==> src/rtl/hsv_to_rgb_pixel_assert.svh <==
// Assertion macros shared by the HSV to RGB pixel converter.
`ifndef HSV_TO_RGB_PIXEL_ASSERT_SVH
`define HSV_TO_RGB_PIXEL_ASSERT_SVH
`ifndef SYNTHESIS
`define HSVP_ASSERT_IMPLY(label, clk, rstn, ante, cons) \
  label: assert property (@(posedge clk) disable iff (!rstn) (ante) |-> (cons)) \
    else $error("hsv_to_rgb_pixel: assertion failed");
`define HSVP_ASSERT_NEXT(label, clk, rstn, ante, cons) \
  label: assert property (@(posedge clk) disable iff (!rstn) (ante) |=> (cons)) \
    else $error("hsv_to_rgb_pixel: assertion failed");
`else
`define HSVP_ASSERT_IMPLY(label, clk, rstn, ante, cons)
`define HSVP_ASSERT_NEXT(label, clk, rstn, ante, cons)
`endif
`endif

==> src/rtl/hsvp_pkg.sv <==
// Package with the widths, constants and types of the HSV to RGB pixel converter.
package hsvp_pkg;

  localparam int HueW   = 13;
  localparam int HueIdW = 12;
  localparam int SvW    = 9;
  localparam int ChanW  = 8;
  localparam int MagW   = 21;
  localparam int ProdW  = 29;
  localparam int FracShift = 28;

  localparam logic [SvW-1:0]  SvOne  = 9'd256;
  localparam logic [HueIdW:0] HueOne = 13'd4096;
  localparam logic [MagW-1:0] MagOne = 21'h100000;

  typedef struct packed {
    logic mul_en;
    logic out_en;
  } hsvp_adv_t;

endpackage

==> src/rtl/hsv_to_rgb_pixel.sv <==
// Top level of the HSV to RGB pixel converter.
// An accepted word passes stages one to four to the output port. A stage moves whenever
// it is empty or drained; one word is accepted every cycle while in_stall_o is low.
// Stage depth is set by the sector multipliers and by the value multiplier of each channel.
// Reset clears all stage valid bits; the data registers are not reset.
`include "hsv_to_rgb_pixel_assert.svh"

module hsv_to_rgb_pixel import hsvp_pkg::*; (
  input  logic             clk_i,
  input  logic             rst_ni,
  input  logic             in_valid_i,
  output logic             in_stall_o,
  input  logic [HueW-1:0]  hue_i,
  input  logic [SvW-1:0]   saturation_i,
  input  logic [SvW-1:0]   brightness_i,
  output logic             out_valid_o,
  input  logic             out_stall_i,
  output logic [ChanW-1:0] red_o,
  output logic [ChanW-1:0] green_o,
  output logic [ChanW-1:0] blue_o
);

  typedef enum logic [2:0] {
    SecRy = 3'd0,
    SecYg = 3'd1,
    SecGc = 3'd2,
    SecCb = 3'd3,
    SecBm = 3'd4,
    SecMr = 3'd5
  } sector_e;

  logic v1_q, v2_q, v3_q, v4_q;
  logic rdy1, rdy2, rdy3, rdy4;

  assign rdy4 = !v4_q || !out_stall_i;
  assign rdy3 = !v3_q || rdy4;
  assign rdy2 = !v2_q || rdy3;
  assign rdy1 = !v1_q || rdy2;

  assign in_stall_o  = !rdy1;
  assign out_valid_o = v4_q;

  always_ff @(posedge clk_i or negedge rst_ni) begin
    if (!rst_ni) begin
      v1_q <= 1'b0;
      v2_q <= 1'b0;
      v3_q <= 1'b0;
      v4_q <= 1'b0;
    end else begin
      if (rdy1) begin
        v1_q <= in_valid_i;
      end
      if (rdy2) begin
        v2_q <= v1_q;
      end
      if (rdy3) begin
        v3_q <= v2_q;
      end
      if (rdy4) begin
        v4_q <= v3_q;
      end
    end
  end

  // The hue is taken modulo one turn and scaled by six into sector and fraction.
  logic [HueIdW-1:0]   hue_w;
  logic [HueIdW+2:0]   hue6;
  sector_e             s1_sector_d, s1_sector_q;
  logic [HueIdW-1:0]   s1_frac_d, s1_frac_q;
  logic [SvW-1:0]      s1_sat_d, s1_sat_q;
  logic [SvW-1:0]      s1_val_d, s1_val_q;

  assign hue_w       = hue_i[HueIdW-1:0];
  assign hue6        = {1'b0, hue_w, 2'b00} + {2'b00, hue_w, 1'b0};
  assign s1_sector_d = sector_e'(hue6[HueIdW+2:HueIdW]);
  assign s1_frac_d   = hue6[HueIdW-1:0];
  assign s1_sat_d    = (saturation_i > SvOne) ? SvOne : saturation_i;
  assign s1_val_d    = (brightness_i > SvOne) ? SvOne : brightness_i;

  always_ff @(posedge clk_i) begin
    if (rdy1) begin
      s1_sector_q <= s1_sector_d;
      s1_frac_q   <= s1_frac_d;
      s1_sat_q    <= s1_sat_d;
      s1_val_q    <= s1_val_d;
    end
  end

  logic [MagW-1:0]   sat_frac, sat_frac_c, mag_a, mag_b, mag_c;
  logic [HueIdW:0]   frac_c;
  logic [MagW-1:0]   s2_mr_d, s2_mg_d, s2_mb_d;
  logic [MagW-1:0]   s2_mr_q, s2_mg_q, s2_mb_q;
  logic [SvW-1:0]    s2_val_q;

  assign frac_c     = HueOne - {1'b0, s1_frac_q};
  assign sat_frac   = MagW'(s1_sat_q) * MagW'(s1_frac_q);
  assign sat_frac_c = MagW'(s1_sat_q) * MagW'(frac_c);
  assign mag_a      = {SvOne - s1_sat_q, {HueIdW{1'b0}}};
  assign mag_b      = MagOne - sat_frac;
  assign mag_c      = MagOne - sat_frac_c;

  always_comb begin
    unique case (s1_sector_q)
      SecRy: begin
        s2_mr_d = MagOne; s2_mg_d = mag_c;  s2_mb_d = mag_a;
      end
      SecYg: begin
        s2_mr_d = mag_b;  s2_mg_d = MagOne; s2_mb_d = mag_a;
      end
      SecGc: begin
        s2_mr_d = mag_a;  s2_mg_d = MagOne; s2_mb_d = mag_c;
      end
      SecCb: begin
        s2_mr_d = mag_a;  s2_mg_d = mag_b;  s2_mb_d = MagOne;
      end
      SecBm: begin
        s2_mr_d = mag_c;  s2_mg_d = mag_a;  s2_mb_d = MagOne;
      end
      default: begin
        s2_mr_d = MagOne; s2_mg_d = mag_a;  s2_mb_d = mag_b;
      end
    endcase
  end

  always_ff @(posedge clk_i) begin
    if (rdy2) begin
      s2_mr_q  <= s2_mr_d;
      s2_mg_q  <= s2_mg_d;
      s2_mb_q  <= s2_mb_d;
      s2_val_q <= s1_val_q;
    end
  end

  hsvp_adv_t adv;

  assign adv.mul_en = rdy3;
  assign adv.out_en = rdy4;

  hsvp_chan u_red (
    .clk_i  (clk_i),
    .adv_i  (adv),
    .val_i  (s2_val_q),
    .mag_i  (s2_mr_q),
    .chan_o (red_o)
  );

  hsvp_chan u_green (
    .clk_i  (clk_i),
    .adv_i  (adv),
    .val_i  (s2_val_q),
    .mag_i  (s2_mg_q),
    .chan_o (green_o)
  );

  hsvp_chan u_blue (
    .clk_i  (clk_i),
    .adv_i  (adv),
    .val_i  (s2_val_q),
    .mag_i  (s2_mb_q),
    .chan_o (blue_o)
  );

  `HSVP_ASSERT_IMPLY(a_sector_range, clk_i, rst_ni, v1_q, s1_sector_q <= SecMr)
  `HSVP_ASSERT_IMPLY(a_clamped, clk_i, rst_ni, v1_q,
                     (s1_sat_q <= SvOne) && (s1_val_q <= SvOne))
  `HSVP_ASSERT_NEXT(a_grey, clk_i, rst_ni, v1_q && rdy2 && (s1_sat_q == '0),
                    (s2_mr_q == MagOne) && (s2_mg_q == MagOne) && (s2_mb_q == MagOne))
  `HSVP_ASSERT_NEXT(a_hold_stage3, clk_i, rst_ni, v3_q && !rdy4, v3_q)

endmodule

==> src/rtl/hsvp_chan.sv <==
// One color channel: scales the channel magnitude by the value and maps it to eight bits.
module hsvp_chan import hsvp_pkg::*; (
  input  logic             clk_i,
  input  hsvp_adv_t        adv_i,
  input  logic [SvW-1:0]   val_i,
  input  logic [MagW-1:0]  mag_i,
  output logic [ChanW-1:0] chan_o
);

  logic [ProdW:0]         mul_full;
  logic [ProdW-1:0]       prod_d, prod_q;
  logic [ProdW+ChanW-1:0] scaled;
  logic [ChanW-1:0]       chan_d, chan_q;

  assign mul_full = (ProdW+1)'(val_i) * (ProdW+1)'(mag_i);
  assign prod_d   = mul_full[ProdW-1:0];

  assign scaled = {prod_q, {ChanW{1'b0}}} - {{ChanW{1'b0}}, prod_q};
  assign chan_d = scaled[FracShift+ChanW-1:FracShift];

  always_ff @(posedge clk_i) begin
    if (adv_i.mul_en) begin
      prod_q <= prod_d;
    end
    if (adv_i.out_en) begin
      chan_q <= chan_d;
    end
  end

  assign chan_o = chan_q;

endmodule
==> config.mk <==
export PLATFORM = sky130hd
export DESIGN_NAME = hsv_to_rgb_pixel
export DESIGN_NICKNAME = d
export VERILOG_FILES = /design/src/rtl/hsvp_pkg.sv /design/src/rtl/hsv_to_rgb_pixel.sv /design/src/rtl/hsvp_chan.sv
export VERILOG_INCLUDE_DIRS = /design/src /design/src/rtl
export SDC_FILE = /design/constraint.sdc
export NUM_CORES = 2
export LEC_CHECK = 0
export BUFFER_PORTS_ARGS = -buffer_cell sky130_fd_sc_hd__buf_2
export CORE_MARGIN = 1
export CORE_UTILIZATION = 45
export DETAILED_ROUTE_END_ITERATION = 10
export SYNTH_ARGS = -nofsm -noshare
export SYNTH_HDL_FRONTEND = slang
export SYNTH_SLANG_ARGS = --single-unit
==> constraint.sdc <==
create_clock -name clk_i -period 8.9 [get_ports clk_i]
set_clock_uncertainty 0.05 [all_clocks]
set_input_delay 0 -clock clk_i [delete_from_list [all_inputs] [get_ports clk_i]]
set_output_delay 0 -clock clk_i [all_outputs]
set_load 0.05 [all_outputs]
Yosys cells after proc, flatten, opt, wreduce, memory -nomap -nowiden
Index checks and enable logic that the tools add are counted.
{"block": "totals", "register_bits": 220, "input_bits": 35, "output_inout_bits": 26, "word_cells": 55}
{"block": "op_classes", "n_addsub": 8, "n_mul": 5, "magnitude_cmp": 2, "eq_ne": 4, "n_mux": 3, "reduce_logical": 15}
{"cell": "$pmux 21 s3", "count": 3}
{"cell": "$sub 36x29->36", "count": 3}
{"cell": "$mul 9x21->29", "count": 3}
{"cell": "$sub 21x21->21 const A", "count": 2}
{"cell": "$mul 9x12->21", "count": 1}
{"cell": "$mul 9x13->21", "count": 1}
{"cell": "$gt 9x9->1 const B", "count": 2}
{"cell": "$add 14x13->15", "count": 1}
{"cell": "$sub 13x12->13 const A", "count": 1}
{"cell": "$sub 9x9->9 const A", "count": 1}
{"cell": "$reduce_or 2->1", "count": 4}
{"cell": "$eq 3x2->1 const B", "count": 2}
{"cell": "$logic_not 1->1", "count": 6}
{"cell": "$logic_or 1x1->1", "count": 4}
{"cell": "$eq 3x1->1 const B", "count": 1}
{"cell": "$eq 3x3->1 const B", "count": 1}
{"cell": "$logic_not 3->1", "count": 1}

Longest topological paths before layout
{"block": "logic_depth", "word_depth": 6, "mapped_depth": 24, "ltp_nobuf": 23}

Cells and area by module
From an unflattened synthesis, not the netlist that was laid out.
{"block": "hier_totals", "cells_unflattened": 3815, "hier_area_um2": 35622.9}
{"mod": "hsv_to_rgb_pixel", "instances": 1, "cells_per_inst": 1239, "area_per_inst_um2": 12164.2, "seq_area_each_um2": 3133.0}
{"mod": "hsvp_chan at u_red", "instances": 1, "cells_per_inst": 870, "area_per_inst_um2": 7918.8, "seq_area_each_um2": 1111.1}
{"mod": "hsvp_chan at u_green", "instances": 1, "cells_per_inst": 871, "area_per_inst_um2": 7871.3, "seq_area_each_um2": 1111.1}
{"mod": "hsvp_chan at u_blue", "instances": 1, "cells_per_inst": 835, "area_per_inst_um2": 7668.6, "seq_area_each_um2": 1111.1}

Least setup slack after synthesis
OpenSTA, ideal clock, no wires.
{"block": "synth_timing", "path_kind": "reg2reg", "from": "register s1_frac_q[1]", "to": "register s2_mg_q[19], data pin", "setup_time_ns": 0.265, "t_arrival_ns": 5.929, "required_time_ns": 8.585, "path_slack_ns": 2.656, "path_stages_with_launch": 24, "n_path_buf": 1, "synth_period_minus_slack_ns": 6.244, "cell_sequence": "edfxtp_1 -> buf_1 -> inv_1 -> ha_1 -> nand2_1 -> nor4b_1 -> xnor2_1 -> and2_1 -> fa_1 -> inv_1 -> fa_1 -> fa_1 -> fa_1 -> ha_1 -> ha_1 -> nor4_1 -> a211oi_1 -> and3_1 -> a22o_1 -> a311oi_1 -> a21oi_1 -> xnor2_1 -> a2bb2oi_1 -> o21ai_1"}
{"block": "synth_via", "elab_chain_cells": 4, "word_cells_on_any_way": 6, "classes_between": "3 x add/sub; 2 x mul; 1 x mux"}
{"item": "from (decl)", "line": "hsv_to_rgb_pixel.sv:69", "source": "logic [HueIdW-1:0] s1_frac_d, s1_frac_q;"}
{"item": "from (signal assigned)", "line": "hsv_to_rgb_pixel.sv:83", "source": "s1_frac_q <= s1_frac_d;"}
{"item": "$sub 13x12->13", "line": "hsv_to_rgb_pixel.sv:95", "source": "assign frac_c = HueOne - {1'b0, s1_frac_q};"}
{"item": "$mul 9x13->21", "line": "hsv_to_rgb_pixel.sv:97", "source": "assign sat_frac_c = MagW'(s1_sat_q) * MagW'(frac_c);"}
{"item": "$sub 21x21->21", "line": "hsv_to_rgb_pixel.sv:100", "source": "assign mag_c = MagOne - sat_frac_c;"}
{"item": "$pmux 21 s3 (*)", "line": "hsv_to_rgb_pixel.sv:103", "source": "unique case (s1_sector_q)"}
{"item": "net s2_mg_d[19]", "line": "hsv_to_rgb_pixel.sv:91", "source": "logic [MagW-1:0] s2_mr_d, s2_mg_d, s2_mb_d;"}
{"item": "to (signal assigned)", "line": "hsv_to_rgb_pixel.sv:128", "source": "s2_mg_q <= s2_mg_d;"}
{"item": "to (decl)", "line": "hsv_to_rgb_pixel.sv:92", "source": "logic [MagW-1:0] s2_mr_q, s2_mg_q, s2_mb_q;"}
The timed path passes the listed nets; every way through them passes the cells marked *.
A chain may end at the register's enable or synchronous reset.

Worst setup path after layout
{"block": "layout_timing", "from": "register s1_frac_q[2]", "to": "register s2_mg_q[19], data pin"}
Same word-level chain as after synthesis.

==> reports/metrics.cfg <==
[critical_path]
max_stage_delay_ps=590
end_kind=register
crit_type=register to register
r2r-end=s2_mg_q[19]
required_ps=9180
cp.buffers_inverters=2
r2r_cells=22
start_kind=register
crit_top_cell=fa_1
cp_top_family=adder cells
worstPathCellList=inv_1 -> ha_1 -> nand2_1 -> nor4b_1 -> xnor2_1 -> and2_1 -> fa_1 -> inv_1 -> fa_1 -> fa_1 -> fa_1 -> ha_1 -> ha_1 -> nor4_1 -> a211oi_1 -> and3_1 -> a22o_1 -> a311oi_1 -> a21oi_1 -> xnor2_1 -> a2bb2oi_1 -> o21ai_1
cp_slowest_cell=fa_1
critical_path_peak_fanout=11
arrival_ps=7360
worstReg2RegStart=s1_frac_q[2]
cp.depth=22
rrSetupSlack_ps=1820

[clock_network]
ctsResizeCount=0
cts_root_buf=clkbuf_16
cts_buffers=30
clock_path_buffers=3
insertion_delay_ps=610
cts_tree=yes
tritoncts_num_sinks=213
cts.clk_slew.worst_paths_ps=50
cts.htree.levels=1

[placed_design]
dpl-instance-area_um2=34400
portBuffers=59
hpwl_mm=57.2
pre_cts_ws_ps=1780
place.gp.congestion=0.870

[synth]
async_reset_ff_frac=0.0188
syn_area_um2=33400
synth_top_cells_by_count=inv_1, fa_1, nand2_1
syn-num-nets=4422
yosys.area.top_type=fa_1
yosys_warnings=0
ys_seq_area_frac=0.191
syn_inst=3545
synth_top_area_share=0.305
synth_most_common_cell=inv_1
synth-seq-cells=213
synth.area.top_cells=fa_1, edfxtp_1, ha_1
synth_edf_count=209
ys.flop_type=edfxtp_1
ys_types=78
avgSynthCellArea_um2=9.41

[timing]
max_freq_mhz=141
slew_headroom=0.317
worstMarginPinSlew_ps=1020
worst_slack_ps=1820
min_period_ps=7080
tns_ps=0
fin_crit_sh=0.796
maxSlewViolCount=0
hold_viol=0
setup_viol=0
grt_setup_unrepaired=false

[floorplanning]
ios=61
chipWidth_um=274
num_rows=99
die_h_um=274
coreArea_um2=73200
dieArea_um2=75300
initial_core_util=0.456

[route]
vias=23700
drc=4
first_pass_iters=10
antenna_left=0
avgRoutedWirePerCell_um=16.3
routed_wl_mm=73.9
dr.first_iter.drc_count=1425
routed_via_density=5.22

[layout]
nFillCells=6963
drive_gt1_frac=0.0433
final_nets=4429
diodes=0
ff_latch_area_um2=6380
finish.instance_area_um2=36000
area_growth_pct=7.91
multi_input_area_um2=24000

[global_routing]
overflow=0
grt_start_max_net_pins=71
grt_pass1_wl_mm=122
grt_usage=0.202
grt_antenna_before_repair=1
grt_pass1_vias=24300

[status]
status=finished, violations left
failed_checks=design-rule violations

[job]
cap_viol_max_count=0

[min_path]
hold_path_depth=3
hold_end=v1_q
min_from=in_valid_i
min_path_type=input pin to register

## worst max path at each step
stage	start	end	slack (ps)
6_report	s1_frac_q[2]	s2_mg_q[19]	1820
5_1_grt	s1_frac_q[1]	s2_mg_q[19]	1390
4_1_cts	s1_frac_q[1]	s2_mg_q[19]	1780
3_5_place_dp	s1_frac_q[1]	s2_mb_q[19]	1780
3_3_place_gp	s1_frac_q[2]	s2_mg_q[19]	1870
2_1_floorplan	s1_frac_q[1]	s2_mg_q[19]	2660
## cell type report
type,count,area share
Clock buffer,34,0.0213
Clock inverter,22,0.00622
Inverter,637,0.0664
Multi-Input combinational cell,2528,0.666
Tap cell,959,0.0333
Sequential cell,213,0.177
Timing Repair Buffer,142,0.0296
## through the flow
step,utilization,cells,hold WS [ps]
after global routing,0.492,4535,86.9
final,0.492,4535,76.9
after CTS,0.492,4535,45.5
after floorplan,-,3545,-346
after global placement,0.470,4420,-240
after detailed placement,0.470,4420,-233
## per-layer routing
metal	track usage	routed length [µm]
met5	0	0
met2	0.341	35200
met1	0.273	33800
met3	0.0239	2990
met4	0.0532	1880
## tightest hold or removal path, cell delays in order
cell	delay, ps
dlygate4sd3_1	520
buf_2	90
nand2b_1	80
## sequential cells by signal, summed over array words and instances (netlist names), 11 cells and up
name            count
s2_mr_q            20
u_blue.prod_q      28
u_red.prod_q       28
s2_mb_q            20
s2_mg_q            20
u_green.prod_q     28
s1_frac_q          11
## cell usage in the layout (no fill, tap or decap), types with 13 or more instances in the layout
cell type	n
inv_1	636
fa_1	509
nand2_1	492
ha_1	333
and2_1	325
edfxtp_1	209
xnor2_1	113
nor2_1	108
a21oi_1	93
o21ai_0	79
dlygate4sd3_1	59
buf_2	59
a21o_1	49
nor2b_1	40
a22oi_1	34
nor3_1	33
clkbuf_16	30
xor2_1	29
nand3_1	29
nand2b_1	26
buf_4	24
a211oi_1	15
and3_1	14
o21a_1	14
or3_1	14
a31oi_1	13
## what timing repair did
action                                 in CTS  in global routing
endpoints found under the hold margin      62                  0
hold buffers                               59                  0
setup endpoints to repair                   0                  0
buffers inserted                            0                  0
## cell families (layout without fill, tap and decap cells)
family                   Yosys count  in the layout  synth area share
AO/OA/AOI/OAI                    412            412            0.0840
XOR/XNOR                         142            142            0.0373
adder cells (fa/ha/maj)          842            842             0.430
buffers and inverters            804            835            0.0905
flip-flops                       213            213             0.191
multiplexers                       2              2          0.000637
AND/OR/NAND/NOR                 1130           1130             0.166
Power is left out: the tool's default activity adds up to more than one toggle a clock period on the data nets, which glitch-free logic cannot reach.
